==> config.mk <==
export PLATFORM = sky130hd
export DESIGN_NAME = muxed_three_digit_display_top
export DESIGN_NICKNAME = d
export VERILOG_FILES = /design/src/rtl/mtd_pkg.sv /design/src/rtl/muxed_three_digit_display_top.sv /design/src/rtl/mtd_front.sv /design/src/rtl/mtd_core.sv
export SDC_FILE = /design/constraint.sdc
export NUM_CORES = 1
export LEC_CHECK = 0
export BUFFER_PORTS_ARGS = -buffer_cell sky130_fd_sc_hd__clkbuf_2
export CORE_ASPECT_RATIO = 1.75
export CORE_MARGIN = 2
export CORE_UTILIZATION = 35
export CTS_BUF_LIST = sky130_fd_sc_hd__clkbuf_2
export CTS_CLUSTER_SIZE = 40
export DETAILED_ROUTE_END_ITERATION = 10
export GPL_TIMING_DRIVEN = 0
export PLACE_DENSITY = 0.54
export SLEW_MARGIN = 25
export SYNTH_ARGS = -nofsm -noshare
export SYNTH_HDL_FRONTEND = slang
export SYNTH_SLANG_ARGS = --single-unit
==> constraint.sdc <==
create_clock -name clk -period 6.1 [get_ports clk]
set_clock_uncertainty 0.2 [all_clocks]
set_input_delay 0.305 -clock clk [delete_from_list [all_inputs] [get_ports clk]]
set_output_delay 0.305 -clock clk [all_outputs]
set_load 0.01 [all_outputs]
==> src/rtl/mtd_pkg.sv <==
`timescale 1ns / 1ps
// shared types, constants and digit helpers for the three-digit display block
// no dependencies
package mtd_pkg;

	typedef enum logic [1:0] {
		CMD_SCAN      = 2'd0,
		CMD_MS_TICK   = 2'd1,
		CMD_SET_SLEEP = 2'd2,
		CMD_SET_TEMP  = 2'd3
	} command_t;

	localparam int TIMER_WIDTH_DEF = 16;
	localparam int HOLD_WIDTH      = 16;
	localparam logic [HOLD_WIDTH-1:0] HOLD_RESET = 16'd3000;

	// reset target of 120, kept as decimal digits
	localparam logic [3:0] TEMP_HUND_RESET = 4'd1;
	localparam logic [3:0] TEMP_TENS_RESET = 4'd2;
	localparam logic [3:0] TEMP_ONES_RESET = 4'd0;
	// reset sleep delay of 1
	localparam logic [3:0] SLEEP_TENS_RESET = 4'd0;
	localparam logic [3:0] SLEEP_ONES_RESET = 4'd1;

	// reciprocals, exact for every 16-bit operand
	localparam logic [32:0] RECIP10   = 33'd52429;
	localparam int          SHIFT10   = 19;
	localparam logic [32:0] RECIP100  = 33'd83887;
	localparam int          SHIFT100  = 23;
	localparam logic [32:0] RECIP1000 = 33'd67109;
	localparam int          SHIFT1000 = 26;

	localparam logic [6:0] SEG_BLANK = 7'h7f;

	typedef struct packed {
		command_t    command;
		logic [15:0] value;
		logic [12:0] q10;
		logic [9:0]  q100;
		logic [6:0]  q1000;
	} split_t;

	function automatic logic [12:0] div10(input logic [15:0] x);
		logic [32:0] p;
		p = 33'(x) * RECIP10;
		return 13'(p >> SHIFT10);
	endfunction

	function automatic logic [9:0] div100(input logic [15:0] x);
		logic [32:0] p;
		p = 33'(x) * RECIP100;
		return 10'(p >> SHIFT100);
	endfunction

	function automatic logic [6:0] div1000(input logic [15:0] x);
		logic [32:0] p;
		p = 33'(x) * RECIP1000;
		return 7'(p >> SHIFT1000);
	endfunction

	// low digit of x given q = x / 10; only the low nibbles matter
	function automatic logic [3:0] digit_rem(input logic [3:0] x, input logic [3:0] q);
		logic [3:0] q10;
		q10 = {q[0], 3'b000} + {q[2:0], 1'b0};
		return x - q10;
	endfunction

	// lit-segment mask, F,E,D,C,B,A,G in bits 0..6
	function automatic logic [6:0] glyph(input logic [3:0] d);
		logic [6:0] m;
		unique case (d)
			4'd0: m = 7'h3f;
			4'd1: m = 7'h18;
			4'd2: m = 7'h76;
			4'd3: m = 7'h7c;
			4'd4: m = 7'h59;
			4'd5: m = 7'h6d;
			4'd6: m = 7'h6f;
			4'd7: m = 7'h38;
			4'd8: m = 7'h7f;
			4'd9: m = 7'h7d;
			default: m = 7'h00;
		endcase
		return m;
	endfunction

endpackage

==> src/rtl/muxed_three_digit_display_top.sv <==
`timescale 1ns / 1ps
// top level of the three-digit multiplexed display controller
// depends on mtd_pkg, mtd_front, mtd_core
//
// Usage: items arrive on in_valid/in_stall with command and value. Command 0
// is a scan tick and yields one result on out_valid/out_stall: active-low
// segment_lines and an active-low one-hot digit_select. Commands 1 (ms tick),
// 2 (set sleep delay) and 3 (set target temperature) yield no result.
// hold_ms is written whenever hold_ms_we is high; write it only while idle.
// A scan tick's result passes the input, quotient and output registers.
// Throughput: one item per cycle unless out_stall holds a scan result, set
// by the two-stage pipeline (input register, quotient register) feeding the
// state and output register. A stalled result holds its output register;
// later non-scan items flow until a scan item waits in the quotient register,
// so in_stall rises once both pipeline stages are full. Reset clears the
// pipeline and shows target 120, sleep delay 1, hold_ms 3000, no hold running.
module muxed_three_digit_display_top #(
	parameter int TIMER_WIDTH = mtd_pkg::TIMER_WIDTH_DEF
) (
	input  logic                          clk,
	input  logic                          arst_n,
	input  logic                          hold_ms_we,
	input  logic [mtd_pkg::HOLD_WIDTH-1:0] hold_ms,
	input  logic                          in_valid,
	output logic                          in_stall,
	input  logic [1:0]                    command,
	input  logic [15:0]                   value,
	output logic                          out_valid,
	input  logic                          out_stall,
	output logic [6:0]                    segment_lines,
	output logic [2:0]                    digit_select
);
	import mtd_pkg::*;

	logic [HOLD_WIDTH-1:0] hold_ms_q;
	logic                  split_valid;
	logic                  split_ready;
	split_t                split;

	always_ff @(posedge clk or negedge arst_n) begin
		if (!arst_n)
			hold_ms_q <= HOLD_RESET;
		else if (hold_ms_we)
			hold_ms_q <= hold_ms;
	end

	mtd_front u_front (
		.clk         (clk),
		.arst_n      (arst_n),
		.in_valid    (in_valid),
		.in_stall    (in_stall),
		.command     (command),
		.value       (value),
		.split_valid (split_valid),
		.split_ready (split_ready),
		.split       (split)
	);

	mtd_core #(
		.TIMER_WIDTH (TIMER_WIDTH)
	) u_core (
		.clk           (clk),
		.arst_n        (arst_n),
		.split_valid   (split_valid),
		.split_ready   (split_ready),
		.split         (split),
		.hold_ms       (hold_ms_q),
		.out_valid     (out_valid),
		.out_stall     (out_stall),
		.segment_lines (segment_lines),
		.digit_select  (digit_select)
	);

endmodule

==> src/rtl/mtd_front.sv <==
`timescale 1ns / 1ps
// input register and decimal quotient stage of the three-digit display
// depends on mtd_pkg
module mtd_front (
	input  logic                 clk,
	input  logic                 arst_n,
	input  logic                 in_valid,
	output logic                 in_stall,
	input  logic [1:0]           command,
	input  logic [15:0]          value,
	output logic                 split_valid,
	input  logic                 split_ready,
	output mtd_pkg::split_t      split
);
	import mtd_pkg::*;

	logic        valid_s1;
	command_t    command_s1;
	logic [15:0] value_s1;
	logic        valid_s2;
	split_t      split_s2;
	logic        load_s2;
	logic        load_s1;
	logic [15:0] operand;

	assign load_s2  = !valid_s2 || split_ready;
	assign load_s1  = !valid_s1 || load_s2;
	assign in_stall = !load_s1;

	// a sleep delay keeps only its low byte
	assign operand = (command_s1 == CMD_SET_SLEEP) ? {8'h00, value_s1[7:0]} : value_s1;

	always_ff @(posedge clk or negedge arst_n) begin
		if (!arst_n) begin
			valid_s1 <= 1'b0;
			valid_s2 <= 1'b0;
		end else begin
			if (load_s1)
				valid_s1 <= in_valid;
			if (load_s2)
				valid_s2 <= valid_s1;
		end
	end

	always_ff @(posedge clk) begin
		if (load_s1) begin
			command_s1 <= command_t'(command);
			value_s1   <= value;
		end
		if (load_s2 && valid_s1) begin
			split_s2.command <= command_s1;
			split_s2.value   <= operand;
			split_s2.q10     <= div10(operand);
			split_s2.q100    <= div100(operand);
			split_s2.q1000   <= div1000(operand);
		end
	end

	assign split_valid = valid_s2;
	assign split       = split_s2;

endmodule

==> src/rtl/mtd_core.sv <==
`timescale 1ns / 1ps
// display state, scan decode and output register of the three-digit display
// depends on mtd_pkg
module mtd_core #(
	parameter int TIMER_WIDTH = mtd_pkg::TIMER_WIDTH_DEF
) (
	input  logic                          clk,
	input  logic                          arst_n,
	input  logic                          split_valid,
	output logic                          split_ready,
	input  mtd_pkg::split_t               split,
	input  logic [mtd_pkg::HOLD_WIDTH-1:0] hold_ms,
	output logic                          out_valid,
	input  logic                          out_stall,
	output logic [6:0]                    segment_lines,
	output logic [2:0]                    digit_select
);
	import mtd_pkg::*;

	localparam int EXT_WIDTH = (TIMER_WIDTH > HOLD_WIDTH) ? TIMER_WIDTH : HOLD_WIDTH;
	localparam logic [EXT_WIDTH-1:0] TIMER_MAX = EXT_WIDTH'((64'd1 << TIMER_WIDTH) - 64'd1);

	logic [1:0]             scan_index_q;
	logic [3:0]             sleep_tens_q;
	logic [3:0]             sleep_ones_q;
	logic [3:0]             temp_hund_q;
	logic [3:0]             temp_tens_q;
	logic [3:0]             temp_ones_q;
	logic [TIMER_WIDTH-1:0] hold_remaining_q;
	logic                   first_set_seen_q;
	logic                   out_valid_q;
	logic [6:0]             seg_q;
	logic [2:0]             sel_q;

	logic                   go;
	logic                   is_scan;
	logic [1:0]             next_index;
	logic [3:0]             d_ones;
	logic [3:0]             d_tens;
	logic [3:0]             d_hund;
	logic [EXT_WIDTH-1:0]   hold_ext;
	logic [TIMER_WIDTH-1:0] hold_load;
	logic [6:0]             lit;

	assign is_scan     = (split.command == CMD_SCAN);
	assign go          = split_valid && (!is_scan || !out_valid_q || !out_stall);
	assign split_ready = !split_valid || go;

	assign next_index = (scan_index_q >= 2'd2) ? 2'd0 : scan_index_q + 2'd1;

	assign d_ones = digit_rem(split.value[3:0], split.q10[3:0]);
	assign d_tens = digit_rem(split.q10[3:0], split.q100[3:0]);
	assign d_hund = digit_rem(split.q100[3:0], split.q1000[3:0]);

	assign hold_ext  = EXT_WIDTH'(hold_ms);
	assign hold_load = (hold_ext > TIMER_MAX) ? TIMER_WIDTH'(TIMER_MAX)
	                                          : TIMER_WIDTH'(hold_ext);

	// while a hold runs: blank, then the delay in two digits
	always_comb begin
		if (hold_remaining_q != '0) begin
			unique case (next_index)
				2'd0:    lit = 7'h00;
				2'd1:    lit = glyph(sleep_tens_q);
				default: lit = glyph(sleep_ones_q);
			endcase
		end else begin
			unique case (next_index)
				2'd0:    lit = glyph(temp_hund_q);
				2'd1:    lit = glyph(temp_tens_q);
				default: lit = glyph(temp_ones_q);
			endcase
		end
	end

	always_ff @(posedge clk or negedge arst_n) begin
		if (!arst_n) begin
			scan_index_q     <= 2'd0;
			sleep_tens_q     <= SLEEP_TENS_RESET;
			sleep_ones_q     <= SLEEP_ONES_RESET;
			temp_hund_q      <= TEMP_HUND_RESET;
			temp_tens_q      <= TEMP_TENS_RESET;
			temp_ones_q      <= TEMP_ONES_RESET;
			hold_remaining_q <= '0;
			first_set_seen_q <= 1'b0;
			out_valid_q      <= 1'b0;
		end else begin
			if (go && is_scan)
				out_valid_q <= 1'b1;
			else if (out_valid_q && !out_stall)
				out_valid_q <= 1'b0;
			if (go) begin
				unique case (split.command)
					CMD_SCAN: begin
						scan_index_q <= next_index;
					end
					CMD_MS_TICK: begin
						if (hold_remaining_q != '0)
							hold_remaining_q <= hold_remaining_q - TIMER_WIDTH'(1);
					end
					CMD_SET_SLEEP: begin
						sleep_tens_q <= d_tens;
						sleep_ones_q <= d_ones;
						// the first set after reset starts no hold
						if (first_set_seen_q)
							hold_remaining_q <= hold_load;
						else
							first_set_seen_q <= 1'b1;
					end
					CMD_SET_TEMP: begin
						temp_hund_q <= d_hund;
						temp_tens_q <= d_tens;
						temp_ones_q <= d_ones;
					end
					default: begin
					end
				endcase
			end
		end
	end

	always_ff @(posedge clk) begin
		if (go && is_scan) begin
			seg_q <= ~lit;
			sel_q <= ~(3'b001 << next_index);
		end
	end

	assign out_valid     = out_valid_q;
	assign segment_lines = seg_q;
	assign digit_select  = sel_q;

`ifndef SYNTHESIS
	a_sel_onehot: assert property (@(posedge clk) disable iff (!arst_n)
		out_valid_q |-> $onehot(~sel_q))
		else $error("digit select not one-hot low");

	a_sel_matches_index: assert property (@(posedge clk) disable iff (!arst_n)
		(go && is_scan) |=> (sel_q == ~(3'b001 << scan_index_q)))
		else $error("digit select does not follow scan index");

	a_hold_after_first: assert property (@(posedge clk) disable iff (!arst_n)
		(hold_remaining_q != '0) |-> first_set_seen_q)
		else $error("hold running before first sleep set");

	a_tick_no_rise: assert property (@(posedge clk) disable iff (!arst_n)
		(go && split.command == CMD_MS_TICK) |=> (hold_remaining_q <= $past(hold_remaining_q)))
		else $error("millisecond tick raised the hold counter");

	a_scan_range: assert property (@(posedge clk) disable iff (!arst_n)
		scan_index_q != 2'd3)
		else $error("scan index out of range");
`endif

endmodule
# [Word-level counts from Yosys, hierarchy flattened]
# Memory sizes are Yosys's and may differ from the RTL's.
# Cells that the tools add are included.
[word_totals] register_bits=103 latchBits=0 ramBits=0 romBits=560 input_bits=39 output_inout_bits=12 wordCells=84 n_memories=5
[op_classes] add_sub_neg=8 mul=3 n_div=0 n_lt_le_gt_ge=2 n_eq_ne=7 shift=1 n_mux=11 n_bitwise=2 reduce_logical=24
[memory_table] name="(name not given)" depth=16 word_bits=7 read_ports=1 rd_ports_with_merged_regs=0 write_ports=0 line_no="mtd_pkg.sv:71" text="unique case (d)"
[memory_table] name="(name not given)" depth=16 word_bits=7 read_ports=1 rd_ports_with_merged_regs=0 write_ports=0 line_no="mtd_pkg.sv:71"
[memory_table] name="(name not given)" depth=16 word_bits=7 read_ports=1 rd_ports_with_merged_regs=0 write_ports=0 line_no="mtd_pkg.sv:71"
[memory_table] name="(name not given)" depth=16 word_bits=7 read_ports=1 rd_ports_with_merged_regs=0 write_ports=0 line_no="mtd_pkg.sv:71"
[memory_table] name="(name not given)" depth=16 word_bits=7 read_ports=1 rd_ports_with_merged_regs=0 write_ports=0 line_no="mtd_pkg.sv:71"
[ops] cell="$mux 16" count=4
[ops] cell="$pmux 16 s2" count=1
[ops] cell="$mul 16x17->29 const B" count=1
[ops] cell="$pmux 7 s2" count=2
[ops] cell="$mul 16x17->27 const B" count=1
[ops] cell="$mul 16x16->23 const B" count=1
[ops] cell="$gt 16x16->1 const B" count=1
[ops] cell="$reduce_bool 16->1" count=1
[ops] cell="$sub 16x1->16 const B" count=1
[ops] cell="$add 4x4->4" count=3
[ops] cell="$sub 4x4->4" count=3
[ops] cell="$mux 7" count=1
[ops] cell="$not 7->7" count=1
[ops] cell="$eq 2x2->1 const B" count=3
[ops] cell="$logic_not 1->1" count=6
[ops] cell="$reduce_and 2->1" count=3
[ops] cell="$logic_or 1x1->1" count=5
[ops] cell="$eq 2x1->1 const B" count=2
[ops] cell="$logic_and 1x1->1" count=4
[ops] cell="$logic_not 2->1" count=2
[ops] cell="$ne 2x1->1 const B" count=2
[ops] cell="$reduce_and 4->1" count=1
[ops] cell="$reduce_bool 2->1" count=2
[ops] cell="$not 3->3" count=1
[ops] cell="other kinds (5)" count=6

# [Logic depth before layout (Yosys ltp)]
[depth] word_depth=9 mapped_depth=21 depth_no_buf=21

# [By module]
# Synthesis repeated with hierarchy kept, for this count alone.
[hier_totals] hier_cells=1746 area_unflattened_um2=18298.8
[modules_own_cells] module="mtd_front" n_inst=1 cells_per_inst=1271 area_per_inst_um2=13837.0 seq_area_each_um2=2031.9
[modules_own_cells] module="mtd_core" n_inst=1 cells_per_inst=441 area_per_inst_um2=3803.6 seq_area_each_um2=1305.0
[modules_own_cells] module="muxed_three_digit_display_top" n_inst=1 cells_per_inst=34 area_per_inst_um2=658.1 seq_area_each_um2=409.1

# [Worst setup path before layout]
# No wires, ideal clock.
[synth_timing] path_kind="reg2reg" from="reg u_front.command_s1[1]" to="reg u_front.split_s2, in the netlist u_front.split[18] (data pin)" setup_time_ns=0.256 arrival_ns=5.465 t_required_ns=5.644 slack_ns=0.179 stages_incl_launch_ff=20 n_path_buf=1 synth_period_minus_slack_ns=5.921 cell_sequence="edfxtp_1 > nand2b_1 > clkbuf_1 > nand2_1 > inv_1 > ha_1 > ha_1 > inv_1 > fa_1 > inv_1 > fa_1 > fa_1 > fa_1 > ha_1 > and3_1 > a221o_1 > a41oi_1 > o21bai_1 > a2111oi_0 > and4b_1"
[synth_between] elab_chain_len=3
[synth_lines] element="start: declaration" line_no="mtd_front.sv:18" text="command_t command_s1;"
[synth_lines] element="start signal: assignment" line_no="mtd_front.sv:47" text="command_s1 <= command_t'(command);"
[synth_lines] element="$eq 2x2->1" line_no="mtd_front.sv:31" text="assign operand = (command_s1 == CMD_SET_SLEEP) ? {8'h00, value_s1[7:0]} : value_s1;"
[synth_lines] element="$mux 16" line_no="mtd_front.sv:31"
[synth_lines] element="$mul 16x16->23" line_no="mtd_pkg.sv:45" text="p = 33'(x) * RECIP10;"
[synth_lines] element="end: declaration" line_no="mtd_front.sv:21" text="split_t split_s2;"
# Every way passes these cells.
# A chain may end at the register's enable or synchronous reset.

# [Worst setup path in the final report]
[layout_timing] from="reg u_front.command_s1[0]" to="reg u_front.split_s2, in the netlist u_front.split[9] (data pin)"
[layout_between] elab_chain_len=3
[layout_lines] element="$eq 2x2->1" line_no="mtd_front.sv:31"
[layout_lines] element="$mux 16" line_no="mtd_front.sv:31"
[layout_lines] element="$mul 16x17->27" line_no="mtd_pkg.sv:51" text="p = 33'(x) * RECIP100;"
# Every way passes these cells.

==> flow_summary_export.csv <==
group,metric,value,unit
route,viasPerCell,4.88,
worst_setup_path,end_kind,"register",
route,final_antenna_net_count,0,
worst_setup_path,start_kind,"register",
sta,maxClockFrequency,163,MHz
hold_path,hold_path_class,"input port to register",
placement,gp_congestion,0.942,
layout,final_layout_size_suffix_gt1_share,15.2,%
logic_synthesis,postSynthAreaPerCell,10.1,sq um
sta,hold_violations,0,
clock_tree,ctsRootBufferMaster,"clkbuf_2",
grt,grt_pass1_wl,65300,um
sta,slew_headroom,45.4,%
route,first_iter_violations,457,
clock_tree,cts_buffer_depth,2,
clock_tree,clk-insertion-delay-late,730,ps
sta,setup_ws,-23.6,ps
worst_setup_path,cpMaxStageDelayCell,"fa_2",
floorplanning,die_width,164,um
route,via_count,11200,
worst_setup_path,critPathMaxFanout,8,
clock_tree,path_clk_slew,330,ps
worst_setup_path,critPathMaxStageDelay,620,ps
sta,min_period,6120,ps
worst_setup_path,cp_common_cell,"fa_2",
logic_synthesis,synth_flop_cell,"dfrtp_1",
sta,tightest_slew,815,ps
placement,placed_cells,2165,
clock_tree,cts-buffers-inserted,9,
worst_setup_path,cp.required,6350,ps
floorplanning,std_cell_rows,102,
floorplanning,dieHeight,283,um
logic_synthesis,syn_inst,1542,
grt,grt_max_degree,48,
logic_synthesis,synth_area,15600,sq um
logic_synthesis,seq_area_frac_synth,18.0,%
logic_synthesis,async_reset_ff_share,56.3,%
flow_run,cap_violations,0,
worst_setup_path,crit_type,"register to register",
clock_tree,h-tree-depth,3,
power,power.density,494,nW/um^2
sta,period_share,100,%
grt,grt_usage,18.8,%
layout,area_growth_syn_to_layout,18.3,%
power,power.leakage,9.29,nW
logic_synthesis,synth_nets,2109,
clock_tree,clkSinkCount,103,
layout,fin_nets,2289,
layout,fin_util,41.8,%
placement,numPortBuffers,49,
floorplanning,io_pins,51,
run_status,status,"finished, violations left",
floorplanning,start_util,35.4,%
route,drc,0,
logic_synthesis,synth-seq-cells,103,
run_status,violations,"setup timing",
route,first_pass_iters,4,
sta,fin_tns_setup,-25.1,ps
route,route.detailed.wl_per_inst,18.5,um
floorplanning,die_area,46400,sq um
layout,instances_no_fill,2300,
power,p_total,9.14,mW
grt,antenna_found_initial,1,
worst_setup_path,cp.arrival,6380,ps
placement,pre_cts_slack,-1590,ps
power,ir_drop,0.289,mV
logic_synthesis,synth_cell_types,65,
sta,rsz0062_at_grt,"true",
route,routed_wl,42500,um
layout,fillers,4349,
grt,grt_pass1_vias,12200,
clock_tree,cts_tree,"built",
placement,hpwl,34600,um
logic_synthesis,synth_edf_count,45,
floorplanning,core-area,44200,sq um
worst_setup_path,crit_chain,"nand2b_4, clkbuf_16, nand2_8, clkinvlp_4, buf_12, fa_2, buf_12, fa_2, fa_2, fa_2, fa_2, fa_1, ha_4, a21oi_2, o21ai_2, a221oi_4, o211ai_1, a21oi_2, xnor2_2",
grt,grt_overflow,0,
sta,finalSetupViolCount,2,
worst_setup_path,crit_buf_inv,4,
worst_setup_path,critPathTopFamily,"adder cells",
logic_synthesis,yosysWarnings,0,
sta,finalMaxSlewViolations,0,
==> stage by stage <==
stage	hold slack [ps]	cell area (sq um)
after detailed placement	1.28	16600
after floorplan	-191	15600
after global placement	255	16600
final	67.7	18500
after global routing	14.8	18500
after CTS	3.80	18000
==> what timing repair did <==
action | CTS | global route
endpoints found under the setup margin | 11 | 11
gates resized for setup | 78 | 46
hold buffers | 46 | 0
pin swaps | 21 | 39
endpoints found under the hold margin | 97 | 0
setup buffers | 45 | 27
==> sequential cells by signal, summed over array words and instances (netlist names), 3 cells and up <==
| name | flops |
|---|---|
| u_core.sleep_tens_q | 4 |
| u_front.split | 17 |
| u_core.segment_lines | 7 |
| u_core.digit_select | 3 |
| u_core.hold_remaining_q | 16 |
| u_core.sleep_ones_q | 4 |
| u_core.temp_hund_q | 4 |
| u_core.temp_ones_q | 4 |
| u_core.temp_tens_q | 4 |
| hold_ms_q | 16 |
| u_front.value_s1 | 16 |
==> routing by layer <==
metal,share of wire (%),track usage (%),vias to the layer above
li1,-,-,5359
met1,34,17.7,5511
met2,55,36.7,216
met3,2.5,1.74,128
met4,8.8,13.6,0
met5,0,0,-
==> where the power goes <==
group,internal [mW],switching [mW],total (mW)
sequential,1.01,0.169,1.18
combinational,3.37,4.17,7.54
clock,0.141,0.276,0.417
==> layout make-up <==
class	count	area, sq um	share of cell area, %
Buffer	28	139	0.752
Inverter	403	1550	8.38
Timing Repair Buffer	169	1370	7.39
Clock inverter	6	91.3	0.494
Tap cell	572	716	3.87
Clock buffer	10	50.0	0.271
Antenna cell	1	2.50	0.0135
Sequential cell	103	2820	15.2
Multi-Input combinational cell	1008	11800	63.6
==> synthesized netlist by cell type, types with 12 or more instances <==
cell,instances,area [sq um]
fa_1,198,3960
nor2_1,34,128
clkbuf_1,23,86.3
a21oi_1,47,235
o22ai_1,15,93.8
nand3_1,17,85.1
dfrtp_1,48,1200
inv_1,403,1510
xor2_1,14,123
nand2_1,63,236
mux2_2,20,225
nor3_1,17,85.1
nand2b_1,17,106
o21a_1,12,90.1
ha_1,330,4130
o21ai_0,54,270
xnor2_1,41,359
edfxtp_1,45,1350
==> cell families after synthesis <==
| kind of cell | count (synthesis) | synth area share (%) |
|---|---|---|
| adders and majority gates | 529 | 51.9 |
| muxes | 22 | 1.57 |
| DFF | 103 | 18.0 |
| and+or+nand+nor | 187 | 5.96 |
| buffers and inverters | 431 | 10.4 |
| AOI/OAI and AO/OA | 215 | 9.05 |
| xor gates and xnor gates | 55 | 3.08 |
==> cell usage in the layout, fill, tap and decap left out, types with 8 or more instances in the layout <==
master           n
clkinvlp_4      10
dfstp_2         10
ha_4            16
edfxtp_1        45
buf_4           68
a22oi_1          8
nor3_1          15
a21oi_1         40
fa_2             8
mux2_2          20
xnor2_1         38
nand2_1         53
o21a_1          12
dlygate4sd3_1   46
clkbuf_1        22
o22ai_1         15
fa_1           190
xor2_1          14
ha_1           310
clkbuf_2        58
nor2_1          32
nand2b_1        16
o211ai_1         8
dfrtp_1         48
o21ai_0         51
a21o_1          10
inv_1          389
nand3_1         15
==> path summary, 6_finish.rpt <==
kind | startpoint | endpoint | slack (ps) | cells past startpoint
setup reg to reg | u_front.command_s1[0]$_DFFE_PN_ | u_front.split[9]$_DFFE_PP_ | -20 | 19
setup / recovery | u_front.command_s1[0]$_DFFE_PN_ | u_front.split[9]$_DFFE_PP_ | -20 | 19
hold / removal | value[15] | u_front.value_s1[15]$_DFFE_PN_ | 70 | 2
min in group asynchronous | arst_n | u_core.scan_index_q[1]$_DFFE_PN0P_ | 460 | 3
max in group asynchronous | arst_n | hold_ms_q[11]$_DFFE_PN1P_ | 4490 | 4
hold reg to reg | u_core.first_set_seen_q$_DFFE_PN0P_ | u_core.first_set_seen_q$_DFFE_PN0P_ | 310 | 1
Note: power is estimated with default switching activity, not from simulation.
